### src/hw/rtl/rgcd_pkg.sv
// Shared types and constants of the RSSI gate crossing detector.
package rgcd_pkg;

  localparam int SLOTS    = 4;
  localparam int ADDR_W   = 48;
  localparam int LVL_W    = 8;
  localparam int AVG_W    = 16;
  localparam int TIME_W   = 32;
  localparam int THR_W    = 32;
  localparam int CD_W     = 16;
  localparam int CFG_IDX_W  = 3;
  localparam int CFG_DATA_W = 48;
  localparam int IDX_W    = 2;

  localparam int EMA_NEW_WT = 77;
  localparam int EMA_OLD_WT = 179;

  localparam logic signed [LVL_W-1:0] RESET_LEVEL = -8'sd120;
  localparam logic signed [AVG_W-1:0] RESET_AVG   = -16'sd30720;
  localparam logic [THR_W-1:0]        ENTER_RESET = 32'hB0B0_B0B0;
  localparam logic [THR_W-1:0]        EXIT_RESET  = 32'hA6A6_A6A6;
  localparam logic [CD_W-1:0]         COOLDOWN_RESET = 16'd3000;

  typedef enum logic [1:0] {
    FUNC_PACKET = 2'd0,
    FUNC_TICK   = 2'd1,
    FUNC_START  = 2'd2,
    FUNC_NONE   = 2'd3
  } func_t;

  typedef enum logic [CFG_IDX_W-1:0] {
    CFG_PILOT0   = 3'd0,
    CFG_PILOT1   = 3'd1,
    CFG_PILOT2   = 3'd2,
    CFG_PILOT3   = 3'd3,
    CFG_ENABLE   = 3'd4,
    CFG_ENTER    = 3'd5,
    CFG_EXIT     = 3'd6,
    CFG_COOLDOWN = 3'd7
  } cfg_idx_t;

  typedef enum logic [1:0] {
    S_IDLE   = 2'd0,
    S_CALC   = 2'd1,
    S_UPDATE = 2'd2,
    S_FLUSH  = 2'd3
  } seq_state_t;

endpackage

### src/hw/rtl/rgcd_ema.sv
// Shared exponential average unit: new = floor((77*raw*256 + 179*old) / 256).
module rgcd_ema import rgcd_pkg::*; (
  input  logic signed [LVL_W-1:0] raw,
  input  logic signed [AVG_W-1:0] old,
  output logic signed [AVG_W-1:0] avg
);

  localparam int SUM_W = 26;
  localparam logic signed [SUM_W-1:0] K_NEW = SUM_W'(EMA_NEW_WT);
  localparam logic signed [SUM_W-1:0] K_OLD = SUM_W'(EMA_OLD_WT);

  logic signed [SUM_W-1:0] raw_x;
  logic signed [SUM_W-1:0] old_x;
  logic signed [SUM_W-1:0] sum;

  assign raw_x = SUM_W'(raw);
  assign old_x = SUM_W'(old);
  assign sum   = ((raw_x * K_NEW) <<< 8) + (old_x * K_OLD);
  assign avg   = sum[AVG_W+7:8];

endmodule
### config.mk
export PLATFORM = sky130hd
export DESIGN_NAME = rgcd_ema
export DESIGN_NICKNAME = d
export VERILOG_FILES = /design/src/hw/rtl/rgcd_pkg.sv /design/src/hw/rtl/rgcd_ema.sv
export SDC_FILE = /design/constraint.sdc
export NUM_CORES = 1
export LEC_CHECK = 0
export BUFFER_PORTS_ARGS = -buffer_cell sky130_fd_sc_hd__buf_2
export CORE_ASPECT_RATIO = 1.1
export CORE_MARGIN = 2
export CORE_UTILIZATION = 45
export DETAILED_ROUTE_END_ITERATION = 10
export GPL_TIMING_DRIVEN = 0
export SYNTH_ARGS = -nofsm -noshare
export SYNTH_HDL_FRONTEND = slang
export SYNTH_SLANG_ARGS = --single-unit
### constraint.sdc
create_clock -name vclk -period 7.2
set_input_delay 1.08 -clock vclk [all_inputs]
set_output_delay 1.08 -clock vclk [all_outputs]
set_load 0.02 [all_outputs]
==> results.sh, run 1 <==
export IMPL_status="finished clean"
export IMPL_nFillCells=788
export IMPL_seqCellArea_um2=0
export IMPL_route_vias_total=2725
export IMPL_cp_start_kind="input pin"
export IMPL_die_w_um=91.39
export IMPL_io_pins=40
export IMPL_period_minus_slack_ns=7.004
export IMPL_synthDistinctLibCells=39
export IMPL_timing_final_hold_violations=0
export IMPL_arrival_ns=5.92
export IMPL_wl_met3_um=109
export IMPL_hold_class="in2out"
export IMPL_fp_dieH_um=100.1
export IMPL_grt_overflow=0
export IMPL_grt_pass1_wl_um=12470
export IMPL_drtIter0Drc=75
export IMPL_grt_pass1_vias=2815
export IMPL_yosys_warnings=0
export IMPL_seq_cell_count=0
export IMPL_setup_viol=0
export IMPL_placed_cells_incl_taps=546
export IMPL_path_delay_family="adder cells"
export IMPL_syn_nets=582
export IMPL_grt_antenna_before_repair=0
export IMPL_path_class="in2out"
export IMPL_dr_pass1_iters=4
export IMPL_fmax_mhz=142.8
export IMPL_hpwl_um=6897
export IMPL_ant_nets=0
export IMPL_n_clock_buffer=0
export IMPL_final_setup_tns_ns=0
export IMPL_most_common_layout_cells="inv_1, ha_1, fa_1"
export IMPL_fin_ws_ns=0.1963
export IMPL_synthToLayoutAreaGrowth_pct=13.60
export IMPL_post_route_period_util_pct=97.27
export IMPL_path_buf_inv=4
export IMPL_top_layer_used="met3"
export IMPL_via_per_inst=4.973
export IMPL_synth_top_cell_area_share_pct=34.43
export IMPL_synth_seq_area_share_pct=0
export IMPL_synth_top_cell_by_area="fa_1"
export IMPL_fin_cells=548
export IMPL_crit_slowest_cell="fa_1"
export IMPL_grt_max_degree=9
export IMPL_avgSynthCellArea_um2=9.569
export IMPL_met1Wirelength_um=3188
export IMPL_cp_cell_sequence="buf_2 -> ha_1 -> ha_4 -> fa_1 -> inv_1 -> fa_1 -> inv_1 -> ha_4 -> o21a_1 -> o21ai_1 -> a21oi_2 -> nor4_1 -> or3_1 -> xnor2_2 -> fa_1 -> ha_4 -> a21o_1 -> a221oi_2 -> xnor2_1 -> buf_4"
export IMPL_design_area_um2=4294
export IMPL_cp_end_kind="output pin"
export IMPL_finalWirelength_um=7479
export IMPL_crit_required_ns=6.12
export IMPL_relSlewSlack_pct=75.91
export IMPL_rsz0062_at_grt="no"
export IMPL_start_util_pct=45.67
export IMPL_syn_area_um2=3780
export IMPL_final_common_cell="inv_1"
export IMPL_pre_cts_slack_ns=-0.1600
export IMPL_hold_buffers=0
export IMPL_critPathMaxStageDelay_ns=0.54
export IMPL_port_buffers=40
export IMPL_drc=0
export IMPL_die_area_um2=9149
export IMPL_grt_use_total_pct=16.74
export IMPL_met2_length_um=4181
export IMPL_maxCapViolCount=0
export IMPL_core_um2=8277
export IMPL_placed_area_um2=4119
export IMPL_place_gp_congestion=0.8512
export IMPL_routedWlPerCell_um=13.65
export IMPL_ys_top_cells_by_area="fa_1, ha_1, inv_1, xnor2_1, xor2_1"
export IMPL_worst_pin_slew_ns=0.3584
export IMPL_slew_violations=0
export IMPL_num_rows=35
export IMPL_diodes=0
export IMPL_netlist_instances=395
export IMPL_worstPathMaxFanout=4
export IMPL_final_layout_size_suffix_gt1_share_pct=16.02
export IMPL_nNetsFinal=626
==> repair_timing <==
| item | CTS | global route |
|---|---|---|
| pin swaps | 8 | 19 |
| gates resized for setup | 10 | 17 |
| cloned | 0 | 0 |
| buffers inserted | 1 | 2 |
| setup endpoints to repair | 3 | 4 |
==> synthesized netlist by cell type, types with 3 or more instances <==
| cell type | instances |
|---|---|
| a21o_1 | 8 |
| a21oi_1 | 16 |
| and4_1 | 3 |
| fa_1 | 65 |
| ha_1 | 98 |
| inv_1 | 107 |
| nand2_1 | 11 |
| nand3_1 | 3 |
| nor2_1 | 9 |
| nor3_1 | 3 |
| o21a_1 | 5 |
| o21ai_0 | 8 |
| xnor2_1 | 14 |
| xor2_1 | 12 |
==> cells by family (layout without fill, tap and decap cells) <==
kind of cell / after synthesis / in the layout / synth area share (%)
compound gates: 56 / 56 / 10.59
xor+xnor: 26 / 26 / 6.025
fa+ha+maj: 163 / 163 / 66.87
buf+inv: 108 / 150 / 10.72
simple gates: 42 / 42 / 5.793
==> metrics by stage <==
| step | hold WS (ns) | util, % |
|---|---|---|
| 5_1_grt | 2.954 | 51.88 |
| 3_5_place_dp | 2.921 | 49.77 |
| 2_1_floorplan | 2.588 | - |
| 6_report | 2.909 | 51.88 |
| 3_3_place_gp | 2.920 | 49.77 |
| 4_1_cts | 2.928 | 50.42 |
==> metal layers <==
layer	up-vias	track usage (%)
li1	1366	-
met1	1328	20.65
met2	31	34.39
met3	0	0.2252
met4	0	0
met5	-	0
==> path summary, 6_finish.rpt <==
kind,to,depth (start not counted),slack [ns],from
worst min-delay path,avg[1],5,2.91,raw[1]
worst max-delay path,avg[15],20,0.20,raw[5]
==> area by class of cell <==
class | instances | area [µm²] | area share (%)
Inverter | 107 | 401.6 | 9.353
Multi-Input combinational cell | 287 | 3523 | 82.05
Tap cell | 111 | 138.9 | 3.234
Timing Repair Buffer | 43 | 230.2 | 5.361
Power of run 1 is not shown: default switching activity piles up to over one toggle a cycle in this logic, so the estimate is an artifact.
==> run 2: changes to the inputs <==
--- a/config.mk
+++ b/config.mk
@@ -7,3 +7,2 @@
 export LEC_CHECK = 0
-export BUFFER_PORTS_ARGS = -buffer_cell sky130_fd_sc_hd__buf_2
 export CORE_ASPECT_RATIO = 1.1
@@ -12,2 +11,3 @@
 export DETAILED_ROUTE_END_ITERATION = 10
+export DONT_BUFFER_PORTS = 1
 export GPL_TIMING_DRIVEN = 0
==> constraint.sdc (replaced) <==
create_clock -name vclk -period 7.2
set_input_delay 0.72 -clock vclk [all_inputs]
set_output_delay 0.72 -clock vclk [all_outputs]
set_load 0.02 [all_outputs]
==> run 2 against run 1 <==
Against the previous run:
- final area is 8.7% lower
- setup slack improved by 0.51 ns
- count of clock-buffer cells in the layout stayed put
- largest cell class unchanged
- hold slack got worse by 0.98 ns
- highest routed layer unchanged
- die area did not move
==> results.sh, run 2 (same netlist as run 1, synthesis figures left out) <==
export IMPL_port_buffers=0
export IMPL_grt_pass1_wl_um=12790
export IMPL_cts_setup_buffers=0
export IMPL_core_um2=8277
export IMPL_relSlewSlack_pct=64.37
export IMPL_drc=0
export IMPL_ant_nets=0
export IMPL_worst_pin_slew_ns=0.5320
export IMPL_rsz0062_at_grt="no"
export IMPL_final_layout_size_suffix_gt1_share_pct=2.278
export IMPL_grt_use_total_pct=17.12
export IMPL_drtIter0Drc=95
export IMPL_start_util_pct=45.67
export IMPL_setup_viol=0
export IMPL_fmax_mhz=154.0
export IMPL_maxCapViolCount=0
export IMPL_hold_buffers=0
export IMPL_die_w_um=91.39
export IMPL_dr_pass1_iters=4
export IMPL_io_pins=40
export IMPL_most_common_layout_cells="inv_1, ha_1, fa_1"
export IMPL_cp_start_kind="input pin"
export IMPL_seq_cell_count=0
export IMPL_routedWlPerCell_um=14.50
export IMPL_crit_required_ns=6.48
export IMPL_synthToLayoutAreaGrowth_pct=3.674
export IMPL_grt_overflow=0
export IMPL_nFillCells=796
export IMPL_diodes=0
export IMPL_hpwl_um=6999
export IMPL_die_area_um2=9149
export IMPL_seqCellArea_um2=0
export IMPL_ctsResizeCount=0
export IMPL_grt_max_degree=9
export IMPL_cp_end_kind="output pin"
export IMPL_n_clock_buffer=0
export IMPL_hold_class="in2out"
export IMPL_via_per_inst=5.121
export IMPL_timing_final_hold_violations=0
export IMPL_period_minus_slack_ns=6.492
export IMPL_grt_antenna_before_repair=0
export IMPL_place_gp_congestion=0.8223
export IMPL_nNetsFinal=584
export IMPL_slew_violations=0
export IMPL_route_vias_total=2591
export IMPL_grt_pass1_vias=2823
export IMPL_worstPathMaxFanout=8
export IMPL_arrival_ns=5.77
export IMPL_status="finished clean"
export IMPL_final_common_cell="inv_1"
export IMPL_fp_dieH_um=100.1
export IMPL_final_setup_tns_ns=0
export IMPL_path_class="in2out"
export IMPL_post_route_period_util_pct=90.17
export IMPL_finalWirelength_um=7336
export IMPL_num_rows=35
-- run 2: changes by cell type in the layout (fill, tap and decap cells not counted), sizes merged --
cell	previous run	this run
buf	41	1
clkbuf	2	0
-- run 2: through the flow --
stage / setup WS (ns) / utilization (%) / hold WS (ns) / std cells / area (µm²)
floorplan: 1.137 / - / 1.868 / 395 / 3780
global placement: 0.7517 / 47.35 / 1.926 / 506 / 3919
detailed placement: 0.6803 / 47.35 / 1.927 / 506 / 3919
CTS: 0.6641 / 47.35 / 1.929 / 506 / 3919
global route: 0.3884 / 47.35 / 1.968 / 506 / 3919
finish: 0.7080 / 47.35 / 1.930 / 506 / 3919
-- run 2: area by class of cell --
| class | count | area [µm²] | area share (%) |
|---|---|---|---|
| well taps | 111 | 138.9 | 3.544 |
| inverters | 107 | 401.6 | 10.25 |
| multi-input cells | 287 | 3374 | 86.11 |
| plain buffers | 1 | 3.754 | 0.09579 |
-- run 2: worst max-delay path, cell delays in order --
cell,delay [ns]
ha_1,0.27
ha_1,0.28
inv_1,0.06
fa_1,0.50
fa_1,0.54
inv_1,0.04
ha_1,0.32
o21a_1,0.13
o21ai_0,0.16
nand2b_1,0.09
a31o_2,0.26
a21oi_1,0.17
xor2_1,0.28
fa_1,0.46
inv_1,0.06
ha_1,0.22
buf_1,0.18
a21o_1,0.19
a21o_1,0.18
a221oi_2,0.33
xnor2_1,0.31
-- run 2: path summary, 6_finish.rpt --
path   start       to  slack, ns  depth (start not counted)
max   raw[4]  avg[15]       0.71                         21
min   raw[7]  avg[15]       1.93                          4
-- run 2: layer usage --
layer	global-route usage, %	share of wire, %	up-vias
li1	-	-	1283
met1	21.04	41	1273
met2	34.39	56	35
met3	1.426	3.1	0
met4	0	0	0
met5	0	0	-
Power of run 2 is left out for the same reason.
==> run 3: changes to the inputs <==
==> constraint.sdc (replaced) <==
create_clock -name vclk -period 7.2
set_input_delay 1.44 -clock vclk [all_inputs]
set_output_delay 1.44 -clock vclk [all_outputs]
set_load 0.02 [all_outputs]
==> run 3 against run 2 <==
Against the previous run:
- the flow now finishes with violations (negative setup slack)
- via count rose by 2.9%
- hold slack better by 1.4 ns
- count of clock-buffer cells in the layout is the same
- routed wire length rose by 6.0%
- final area grew 14%
- final cell count increased by 2.4%
- global-route usage is 0.12 points higher
- critical path type unchanged
- largest cell class unchanged
==> results.sh, run 3 (same netlist as run 1, synthesis figures left out) <==
export IMPL_status="finished with violations"
export IMPL_violations="negative setup slack"
export IMPL_num_rows=35
export IMPL_nFillCells=727
export IMPL_routedWlPerCell_um=15.01
export IMPL_start_util_pct=45.67
export IMPL_fin_cells=518
export IMPL_hold_class="in2out"
export IMPL_synthToLayoutAreaGrowth_pct=18.40
export IMPL_place_gp_congestion=0.8811
export IMPL_grt_max_degree=9
export IMPL_core_um2=8277
export IMPL_via_per_inst=5.147
export IMPL_final_setup_tns_ns=-0.04019
export IMPL_cp_end_kind="output pin"
export IMPL_finalWirelength_um=7777
export IMPL_seqCellArea_um2=0
export IMPL_grt_overflow=0
export IMPL_nNetsFinal=596
export IMPL_crit_slowest_cell="fa_1"
export IMPL_period_minus_slack_ns=7.240
export IMPL_crit_top_cell="ha_4"
export IMPL_die_area_um2=9149
export IMPL_fp_dieH_um=100.1
export IMPL_arrival_ns=5.80
export IMPL_dr_pass1_iters=4
export IMPL_final_common_cell="inv_1"
export IMPL_fin_ws_ns=-0.04019
export IMPL_port_buffers=0
export IMPL_rsz0062_at_grt="yes"
export IMPL_worst_pin_slew_ns=0.4876
export IMPL_placed_cells_incl_taps=506
export IMPL_critPathMaxStageDelay_ns=0.53
export IMPL_fmax_mhz=138.1
export IMPL_crit_required_ns=5.76
export IMPL_grt_pass1_wl_um=12880
export IMPL_n_clock_buffer=0
export IMPL_seq_cell_count=0
export IMPL_die_w_um=91.39
export IMPL_route_vias_total=2666
export IMPL_cp_start_kind="input pin"
export IMPL_ant_nets=0
export IMPL_drtIter0Drc=52
export IMPL_maxCapViolCount=0
export IMPL_multi_input_area_um2=3827
export IMPL_slew_violations=0
export IMPL_most_common_layout_cells="inv_1, ha_1, fa_1"
export IMPL_drc=0
export IMPL_hpwl_um=6880
export IMPL_path_class="in2out"
export IMPL_grt_use_total_pct=17.25
export IMPL_timing_final_hold_violations=0
export IMPL_setup_viol=1
export IMPL_final_core_util_pct=54.07
export IMPL_relSlewSlack_pct=67.26
export IMPL_worstPathMaxFanout=4
export IMPL_diodes=0
export IMPL_cp_cell_sequence="ha_4 -> ha_4 -> inv_2 -> fa_1 -> fa_1 -> inv_2 -> ha_4 -> o21a_1 -> o21ai_1 -> nand2b_1 -> a31o_2 -> a21oi_2 -> xor2_2 -> fa_1 -> inv_2 -> ha_4 -> a21o_1 -> a21o_1 -> a221oi_4 -> xnor2_2"
export IMPL_hold_buffers=0
export IMPL_grt_antenna_before_repair=0
export IMPL_io_pins=40
export IMPL_final_layout_size_suffix_gt1_share_pct=19.66
export IMPL_post_route_period_util_pct=100.6
export IMPL_grt_pass1_vias=2791
run 3: cell types whose count changed in the layout (fill, tap and decap cells not counted), sizes merged:
cell	delta
buf	+12
run 3: routing by layer:
metal	vias to the layer above	global-route usage [%]	routed length, µm
met5	-	0	0
met4	0	0	0
met3	0	1.351	255
met2	31	33.77	4328
met1	1336	21.99	3193
li1	1299	-	-
run 3: cell type report:
cell class / count / area share [%]
inverters: 107 / 9.198
well taps: 111 / 3.103
repair buffers: 13 / 2.181
multi-input cells: 287 / 85.52
run 3: worst paths after layout:
check	from	end	depth (start not counted)
setup / recovery	raw[4]	avg[15]	20
hold / removal	raw[1]	avg[2]	3
run 3: critical path: cells and delay by family:
kind                       cells  cell delay (ns)
and+or+nand+nor                1             0.10
xor gates and xnor gates       2             0.41
adders and majority gates      7             2.36
buffers and inverters          3             0.16
AOI/OAI and AO/OA              7             1.32
run 3: stage by stage:
| step | hold WS, ns | cell area (µm²) | setup slack [ns] |
|---|---|---|---|
| global route | 3.419 | 4476 | -0.1936 |
| CTS | 3.376 | 4337 | -0.1448 |
| floorplan | 3.322 | 3887 | -0.02807 |
| finish | 3.364 | 4476 | -0.04019 |
| global placement | 3.375 | 4026 | -0.4331 |
| detailed placement | 3.376 | 4026 | -0.4197 |
run 3: what timing repair did:
action                     in CTS  in global routing
setup endpoints to repair       5                  7
gates resized for setup        36                 24
pin swaps                      39                 42
buffers inserted               10                  3
Power of run 3 is left out for the same reason.
